<file path="src/hdl/hpa_pkg.sv">
// ----------------------------------------------------------------------------
// Handle pool allocator package
// Shared widths, operation and status codes, and the bitmap write request.
// ----------------------------------------------------------------------------
package hpa_pkg;

	localparam int HANDLE_W      = 8;
	localparam int HANDLE_SPACE  = 1 << HANDLE_W;
	localparam int OP_W          = 2;
	localparam int ST_W          = 2;
	localparam int POOL_SIZE_DEF = 256;

	localparam logic [OP_W-1:0] OP_ALLOC   = 2'd0;
	localparam logic [OP_W-1:0] OP_TRY     = 2'd1;
	localparam logic [OP_W-1:0] OP_RELEASE = 2'd2;

	localparam logic [ST_W-1:0] ST_OK        = 2'd0;
	localparam logic [ST_W-1:0] ST_NONE_FREE = 2'd1;
	localparam logic [ST_W-1:0] ST_EXHAUSTED = 2'd2;
	localparam logic [ST_W-1:0] ST_NOT_HELD  = 2'd3;

	typedef struct packed {
		logic                en;
		logic [HANDLE_W-1:0] addr;
		logic                value;
	} map_wr_t;

endpackage

</file>
<file path="src/hdl/hpa_held_map.sv">
// ----------------------------------------------------------------------------
// Held handle bitmap
// One bit per releasable handle in a synchronous memory, cleared by a sweep
// after reset. Read data is registered, so it appears in the cycle after the address.
// ----------------------------------------------------------------------------
module hpa_held_map import hpa_pkg::*; #(
	parameter int DEPTH = POOL_SIZE_DEF
) (
	input  logic                clk,
	input  logic                arst_n,
	input  logic [HANDLE_W-1:0] rd_addr,
	output logic                rd_data,
	input  map_wr_t             wr,
	output logic                clearing
);

	localparam int AW = $clog2(DEPTH);

	logic          map_mem [DEPTH];
	logic          clr_q;
	logic [AW-1:0] clr_idx_q;
	logic          rd_s1;

	always_ff @(posedge clk or negedge arst_n) begin
		if (!arst_n) begin
			clr_q     <= 1'b1;
			clr_idx_q <= '0;
		end else if (clr_q) begin
			clr_idx_q <= clr_idx_q + 1'b1;
			if (clr_idx_q == AW'(DEPTH - 1)) begin
				clr_q <= 1'b0;
			end
		end
	end

	// The clearing sweep owns the write port until every entry is zero.
	always_ff @(posedge clk) begin
		if (clr_q) begin
			map_mem[clr_idx_q] <= 1'b0;
		end else if (wr.en) begin
			map_mem[wr.addr[AW-1:0]] <= wr.value;
		end
		rd_s1 <= map_mem[rd_addr[AW-1:0]];
	end

	assign rd_data  = rd_s1;
	assign clearing = clr_q;

endmodule

</file>
<file path="src/hdl/handle_pool_allocator_unit.sv">
// ----------------------------------------------------------------------------
// Handle pool allocator
// Hands out handles from a FIFO of released handles, else fresh ones on an
// allocate (not on a try), and checks releases against a held bitmap.
// ----------------------------------------------------------------------------
//  Channel   Ports                                  Transfer
//  request   start, busy, operation, handle         start high and busy low
//  result    done, granted_handle, status           done high, one cycle
//
// The accepting edge reads the free queue and the held bitmap; the next edge
// writes both back and registers the result, raising done, and busy stays
// high until that write-back edge.
// After reset the bitmap is swept to zero, one entry a cycle, over all
// min(POOL_SIZE, 256) entries (256 by default); busy is high meanwhile.
// The receiver cannot stall, so a result never waits.
// ----------------------------------------------------------------------------
module handle_pool_allocator_unit import hpa_pkg::*; #(
	parameter int POOL_SIZE = POOL_SIZE_DEF
) (
	input  logic                clk,
	input  logic                arst_n,
	input  logic                start,
	output logic                busy,
	input  logic [OP_W-1:0]     operation,
	input  logic [HANDLE_W-1:0] handle,
	output logic                done,
	output logic [HANDLE_W-1:0] granted_handle,
	output logic [ST_W-1:0]     status
);

	// Only handles that fit the handle field can ever be released or queued.
	localparam int MAP_DEPTH = (POOL_SIZE < HANDLE_SPACE) ? POOL_SIZE : HANDLE_SPACE;
	localparam int MAW       = $clog2(MAP_DEPTH);
	localparam int QCW       = $clog2(MAP_DEPTH + 1);
	localparam int CW        = $clog2(POOL_SIZE + 1);

	localparam logic [HANDLE_W:0] MAP_DEPTH_V = (HANDLE_W + 1)'(MAP_DEPTH);
	localparam logic [CW-1:0]     POOL_V      = CW'(POOL_SIZE);
	localparam logic [CW-1:0]     MAP_FRESH_V = CW'(MAP_DEPTH);
	localparam logic [QCW-1:0]    QCAP_V      = QCW'(MAP_DEPTH);
	localparam logic [MAW-1:0]    LAST_POS    = MAW'(MAP_DEPTH - 1);

	logic [HANDLE_W-1:0] queue_mem [MAP_DEPTH];

	logic                valid_s1;
	logic [OP_W-1:0]     op_s1;
	logic [HANDLE_W-1:0] handle_s1;
	logic [HANDLE_W-1:0] q_rd_s1;
	logic                map_rd;
	logic                clearing;

	logic [MAW-1:0]      head_q;
	logic [MAW-1:0]      tail_q;
	logic [QCW-1:0]      qcount_q;
	logic [CW-1:0]       fresh_q;

	logic                done_q;
	logic [HANDLE_W-1:0] granted_q;
	logic [ST_W-1:0]     status_q;

	logic                accept;
	logic                pop;
	logic                push;
	logic                take_fresh;
	logic                in_range;
	logic [HANDLE_W-1:0] res_handle;
	logic [ST_W-1:0]     res_status;
	map_wr_t             map_wr;
	map_wr_t             map_wr_gated;

	assign busy   = valid_s1 | clearing;
	assign accept = start & ~busy;

	hpa_held_map #(
		.DEPTH(MAP_DEPTH)
	) u_held_map (
		.clk      (clk),
		.arst_n   (arst_n),
		.rd_addr  (handle),
		.rd_data  (map_rd),
		.wr       (map_wr_gated),
		.clearing (clearing)
	);

	always_ff @(posedge clk or negedge arst_n) begin
		if (!arst_n) begin
			valid_s1 <= 1'b0;
		end else begin
			valid_s1 <= accept;
		end
	end

	always_ff @(posedge clk) begin
		if (accept) begin
			op_s1     <= operation;
			handle_s1 <= handle;
		end
	end

	// Queue memory: the head entry is read every cycle; the pointers only move
	// on the write-back edge, so the read taken at acceptance is current.
	always_ff @(posedge clk) begin
		q_rd_s1 <= queue_mem[head_q];
		if (valid_s1 && push) begin
			queue_mem[tail_q] <= handle_s1;
		end
	end

	assign in_range = {1'b0, handle_s1} < MAP_DEPTH_V;

	always_comb begin
		pop        = 1'b0;
		push       = 1'b0;
		take_fresh = 1'b0;
		res_handle = '0;
		res_status = ST_OK;
		map_wr     = '0;
		unique case (op_s1) inside
			OP_ALLOC, OP_TRY: begin
				if (qcount_q != '0) begin
					pop          = 1'b1;
					res_handle   = q_rd_s1;
					map_wr.en    = 1'b1;
					map_wr.addr  = q_rd_s1;
					map_wr.value = 1'b1;
				end else if (op_s1 == OP_TRY) begin
					res_status = ST_NONE_FREE;
				end else if (fresh_q < POOL_V) begin
					take_fresh = 1'b1;
					res_handle = HANDLE_W'(fresh_q);
					// Fresh handles beyond the handle field are never checked.
					if (fresh_q < MAP_FRESH_V) begin
						map_wr.en    = 1'b1;
						map_wr.addr  = HANDLE_W'(fresh_q);
						map_wr.value = 1'b1;
					end
				end else begin
					res_status = ST_EXHAUSTED;
				end
			end
			OP_RELEASE: begin
				if (!in_range || !map_rd) begin
					res_status = ST_NOT_HELD;
				end else begin
					map_wr.en    = 1'b1;
					map_wr.addr  = handle_s1;
					map_wr.value = 1'b0;
					push         = (qcount_q < QCAP_V);
				end
			end
			default: begin
			end
		endcase
	end

	always_comb begin
		map_wr_gated    = map_wr;
		map_wr_gated.en = map_wr.en & valid_s1;
	end

	always_ff @(posedge clk or negedge arst_n) begin
		if (!arst_n) begin
			head_q   <= '0;
			tail_q   <= '0;
			qcount_q <= '0;
			fresh_q  <= '0;
			done_q   <= 1'b0;
		end else begin
			done_q <= valid_s1;
			if (valid_s1) begin
				if (pop) begin
					head_q   <= (head_q == LAST_POS) ? '0 : head_q + 1'b1;
					qcount_q <= qcount_q - 1'b1;
				end
				if (push) begin
					tail_q   <= (tail_q == LAST_POS) ? '0 : tail_q + 1'b1;
					qcount_q <= qcount_q + 1'b1;
				end
				if (take_fresh) begin
					fresh_q <= fresh_q + 1'b1;
				end
			end
		end
	end

	always_ff @(posedge clk) begin
		if (valid_s1) begin
			granted_q <= res_handle;
			status_q  <= res_status;
		end
	end

	assign done           = done_q;
	assign granted_handle = granted_q;
	assign status         = status_q;

	// A result only follows an item that was in flight the cycle before.
	a_done_follows_item: assert property (@(posedge clk) disable iff (!arst_n)
		done |-> $past(valid_s1))
		else $error("result transfer without an item in flight");

	// The free queue never holds more handles than can be released.
	a_queue_bound: assert property (@(posedge clk) disable iff (!arst_n)
		qcount_q <= QCAP_V)
		else $error("free queue count beyond capacity");

	// A failed result never carries a handle.
	a_fail_zero: assert property (@(posedge clk) disable iff (!arst_n)
		done && status != ST_OK |-> granted_handle == '0)
		else $error("nonzero handle on a failed result");

	// Exhaustion is reported only once every fresh handle is gone and the free queue is empty.
	a_exhausted: assert property (@(posedge clk) disable iff (!arst_n)
		done && status == ST_EXHAUSTED |-> fresh_q == POOL_V && qcount_q == '0)
		else $error("pool exhausted reported with handles left");

endmodule
</file>
<file path="config.mk">
export PLATFORM = sky130hd
export DESIGN_NAME = handle_pool_allocator_unit
export DESIGN_NICKNAME = d
export VERILOG_FILES = /design/src/hdl/hpa_pkg.sv /design/src/hdl/hpa_held_map.sv /design/src/hdl/handle_pool_allocator_unit.sv
export SDC_FILE = /design/constraint.sdc
export NUM_CORES = 2
export LEC_CHECK = 0
export ABC_CLOCK_PERIOD_IN_PS = 5000
export BUFFER_PORTS_ARGS = -buffer_cell sky130_fd_sc_hd__buf_4
export CORE_ASPECT_RATIO = 1.25
export CORE_MARGIN = 3
export CORE_UTILIZATION = 55
export DETAILED_ROUTE_END_ITERATION = 16
export PLACE_DENSITY = 0.76
export SKIP_LAST_GASP = 1
export SYNTH_ARGS = -nofsm -noshare
export SYNTH_HDL_FRONTEND = slang
export SYNTH_SLANG_ARGS = --single-unit
</file>
<file path="constraint.sdc">
create_clock -name clk -period 5 [get_ports clk]
set_clock_uncertainty 0.2 [all_clocks]
set_input_delay 1 -clock clk [delete_from_list [all_inputs] [get_ports clk]]
set_output_delay 1 -clock clk [all_outputs]
set_load 0.1 [all_outputs]
</file>
==> impl_metrics.py <==
metrics = {
    "floorplanning": {
        "core_area_um2": 170000,
        "rows": 169,
        "dieArea_um2": 176000,
        "fp.dieH_um": 468,
        "io_pins": 25,
        "die_width_um": 376,
        "effective_utilization_at_floorplan_pct": 55.4,
    },
    "sta": {
        "timing_hold_violations_final": 0,
        "rsz0062_at_grt": "false",
        "worst_hold_slack_ps": 119,
        "period_needed_ps": 4410,
        "max_freq_mhz": 227,
        "maxSlewViolCount": 0,
        "fin_crit_sh_pct": 88.3,
        "final-setup-viol-count": 0,
        "max_slew.worst_pin.slew_ps": 1350,
        "slew_headroom_pct": 9.99,
    },
    "cts": {
        "cts_buffer_depth": 3,
        "post_cts_hold_buffer_count": 1,
        "clk_pin_slew_ps": 70,
        "root_buffer": "sky130_fd_sc_hd__clkbuf_16",
        "clk_latency_ps": 870,
        "numClockSinks": 2378,
        "post_cts_buffers": 0,
        "htreeDepth": 4,
        "post_cts_resized": 0,
        "tritoncts": "done",
        "tritoncts.num_buffers": 212,
    },
    "pwr": {
        "total_power_mw": 52.1,
        "power.static_leakage_nw": 32.4,
        "p_per_area_nw_per_um2": 499,
        "peakVddDrop_mv": 0.374,
        "pwr-share-seq_pct": 43.3,
        "switching_share_pct": 28.8,
        "power_switching_mw": 15.0,
        "power.clock.fraction_pct": 32.3,
        "power_frac_comb_pct": 24.4,
        "pint_mw": 37.1,
    },
    "route": {
        "drc": 0,
        "routed_via_density": 6.77,
        "detail_route.first_pass.iterations": 6,
        "detail-route-antenna-nets": 0,
        "detailed_route_wl_um": 239000,
        "routedWlPerCell_um": 32.8,
        "drtIter0Drc": 7847,
        "route.vias.total": 49400,
    },
    "grt": {
        "grt_pass1_wl_um": 346000,
        "first_global_vias": 49000,
        "pin_count_of_the_biggest_net_entering_global_routing": 257,
        "grt.overflow.total": 0,
        "groute.usage.overall_pct": 27.4,
        "antenna_violations_before_repair": 4,
    },
    "synthesis": {
        "synth-seq-area-share_pct": 75.6,
        "synth_ff_type": "sky130_fd_sc_hd__edfxtp_1",
        "synthesis.nets": 4800,
        "syn_area_per_cell_um2": 19.7,
        "postSynthRegisterBits": 2378,
        "count_of_synthesis_stage_warnings_from_yosys": 0,
        "ys_types": 81,
        "synthesis.area_um2": 94000,
        "synth_edf_count": 2324,
        "synth-async-reset-ratio_pct": 1.89,
        "synthesis.instances": 4772,
    },
    "layout": {
        "flow.area_growth_from_synthesis_pct": 11.2,
        "fin_nets": 4910,
        "final_layout_size_suffix_gt1_share_pct": 22.6,
        "post-route-util_pct": 61.6,
        "fillers": 11200,
        "final_cells": 7291,
    },
    "flow_run": {
        "timing.max_cap.violations": 0,
    },
    "placed_design": {
        "place.detailed.hpwl_um": 146000,
        "place_inst": 6890,
        "place.gp.congestion": 0.950,
        "port-buffer-count": 24,
    },
    "setup_path": {
        "worst_ep_arrival_time_ps": 4920,
        "critical_path.slowest_cell": "sky130_fd_sc_hd__dfrtp_4",
        "end_kind": "flop",
        "worstSetupPathType": "flop to flop",
        "worstPathRequired_ps": 5510,
        "worst_path_largest_cell_delay_ps": 960,
        "worstPathMaxFanout": 32,
        "crit_path_cell_trace": "buf_12 > mux4_2 > a22o_1 > a221oi_1 > o22ai_1 > nor4_1 > o311ai_0",
        "critical_path.startpoint_type": "flop",
    },
    "min_path": {
        "hold_path.class": "primary input to flop",
    },
    "run_status": {
        "status": "finished, final reports clean",
    },
}
## critical path: cells and delay by family (launching register included)
family	cells	cell delay [ps]
buffers and inverters	1	310
flip-flops	1	960
AO/OA/AOI/OAI	4	1370
AND/OR/NAND/NOR	1	780
multiplexers	1	550
## per-stage QoR
step                      instance area [µm²]  TNS, ps  setup slack, ps
after floorplan                         94100   -17880             -228
after global placement                  97300        0              336
after detailed placement                97300        0              636
after CTS                              105000        0              604
after global routing                   105000        0              475
final                                  105000        0              586
## kinds of logic after synthesis
kind of cell	after synthesis	synth area share [%]
AND/OR/NAND/NOR	876	4.09
multiplexers	731	15.1
XOR/XNOR	29	0.270
buffers and inverters	316	1.53
adder cells (fa/ha/maj)	15	0.208
AO/OA/AOI/OAI	427	3.13
flip-flops	2378	75.6
## power by group through the flow
| stage | logic, mW | clock network (mW) | registers [mW] |
|---|---|---|---|
| 4_1_cts | 12.6 | 17.0 | 22.5 |
| 2_1_floorplan | 8.20 | 0 | 22.8 |
| 5_1_grt | 13.2 | 17.7 | 22.5 |
| 3_3_place_gp | 12.3 | 0 | 22.9 |
| 3_5_place_dp | 12.5 | 0 | 22.9 |
| 6_report | 12.7 | 16.8 | 22.5 |
## final cells by class
cell class	count	area [µm²]	area share, %
inverter	23	91.3	0.0874
tap	2223	2780	2.66
multi-input combinational	2078	21600	20.7
clock buffer	257	5500	5.26
sequential	2378	71100	68.0
clock inverter	141	1690	1.62
timing repair buffer	189	1710	1.63
antenna	2	5.00	0.00479
## layer usage
layer  share of wire, %  global-route usage [%]  vias to the layer above
met4                6.1                    14.2                        4
met2                 49                    43.9                     3304
li1                   -                       -                    19700
met1                 34                    35.1                    25600
met3                 11                    6.75                      701
met5              0.011                       0                        -
## cells in the final DEF (no fill, tap or decap), types with 15 or more instances in the layout
cell type	n
sky130_fd_sc_hd__nand2_1	121
sky130_fd_sc_hd__a31oi_1	20
sky130_fd_sc_hd__o22ai_1	46
sky130_fd_sc_hd__mux2i_1	161
sky130_fd_sc_hd__xnor2_1	21
sky130_fd_sc_hd__clkinv_1	45
sky130_fd_sc_hd__a22o_1	18
sky130_fd_sc_hd__clkbuf_1	44
sky130_fd_sc_hd__clkinv_2	36
sky130_fd_sc_hd__nand3_1	35
sky130_fd_sc_hd__clkbuf_16	213
sky130_fd_sc_hd__nand3_2	15
sky130_fd_sc_hd__edfxtp_1	2324
sky130_fd_sc_hd__a21oi_1	63
sky130_fd_sc_hd__buf_12	23
sky130_fd_sc_hd__a22oi_1	84
sky130_fd_sc_hd__mux2_2	17
sky130_fd_sc_hd__nor2_2	18
sky130_fd_sc_hd__o221ai_1	15
sky130_fd_sc_hd__nand4_1	16
sky130_fd_sc_hd__nor3_1	30
sky130_fd_sc_hd__bufinv_16	34
sky130_fd_sc_hd__inv_1	20
sky130_fd_sc_hd__o21ai_0	62
sky130_fd_sc_hd__buf_4	164
sky130_fd_sc_hd__nor2_1	537
sky130_fd_sc_hd__mux4_2	546
sky130_fd_sc_hd__dfrtp_1	40
sky130_fd_sc_hd__a221oi_1	43
sky130_fd_sc_hd__nor2b_1	16
## flip-flops by register name (all words and copies together), names as in the netlist
register / cells
u_held_map.map_mem: 256
queue_mem: 2048
tail_q: 8
done: 1
u_held_map.rd_data: 1
q_rd_s1: 8
qcount_q: 9
u_held_map.clr_idx_q: 8
handle_s1: 8
granted_handle: 8
op_s1: 2
fresh_q: 9
valid_s1: 1
head_q: 8
u_held_map.clearing: 1
status: 2
## synth_stat cells (all sizes together), types with 5 or more instances
library cell	count	area, µm²
a2111oi	6	52.6
a211oi	9	67.6
a21boi	5	37.5
a21o	5	37.5
a21oi	64	324
a221oi	43	377
a22o	18	158
a22oi	84	631
a31oi	20	125
and2	6	37.5
and3	9	56.3
buf	143	784
clkbuf	150	563
dfrtp	44	1100
dfxtp	9	180
edfxtp	2324	69800
ha	14	175
inv	22	82.6
mux2	19	221
mux2i	166	1720
mux4	546	12300
nand2	123	462
nand2b	9	56.3
nand3	50	255
nand3b	6	45.0
nand4	31	297
nor2	556	2090
nor2b	18	113
nor3	31	160
nor4	14	103
o21a	5	37.5
o21ai	67	335
o221ai	15	131
o22ai	46	288
o31ai	9	67.6
or3	8	50.1
xnor2	21	184
xor2	8	70.1
## worst paths after layout
path | end | slack [ps] | from | cells past startpoint
max in group asynchronous | head_q[1]$_DFFE_PN0P_ | 3560 | arst_n | 2
worst max register to register | q_rd_s1[5]$_DFF_P_ | 590 | head_q[0]$_DFFE_PN0P_ | 7
worst min-delay path | op_s1[0]$_DFFE_PP_ | 120 | operation[0] | 1
worst min register to register | fresh_q[2]$_DFFE_PN0P_ | 280 | fresh_q[2]$_DFFE_PN0P_ | 1
worst max-delay path | q_rd_s1[5]$_DFF_P_ | 590 | head_q[0]$_DFFE_PN0P_ | 7
min in group asynchronous | fresh_q[7]$_DFFE_PN0P_ | 520 | arst_n | 2
No activity file was read; power rests on OpenSTA's default activity.
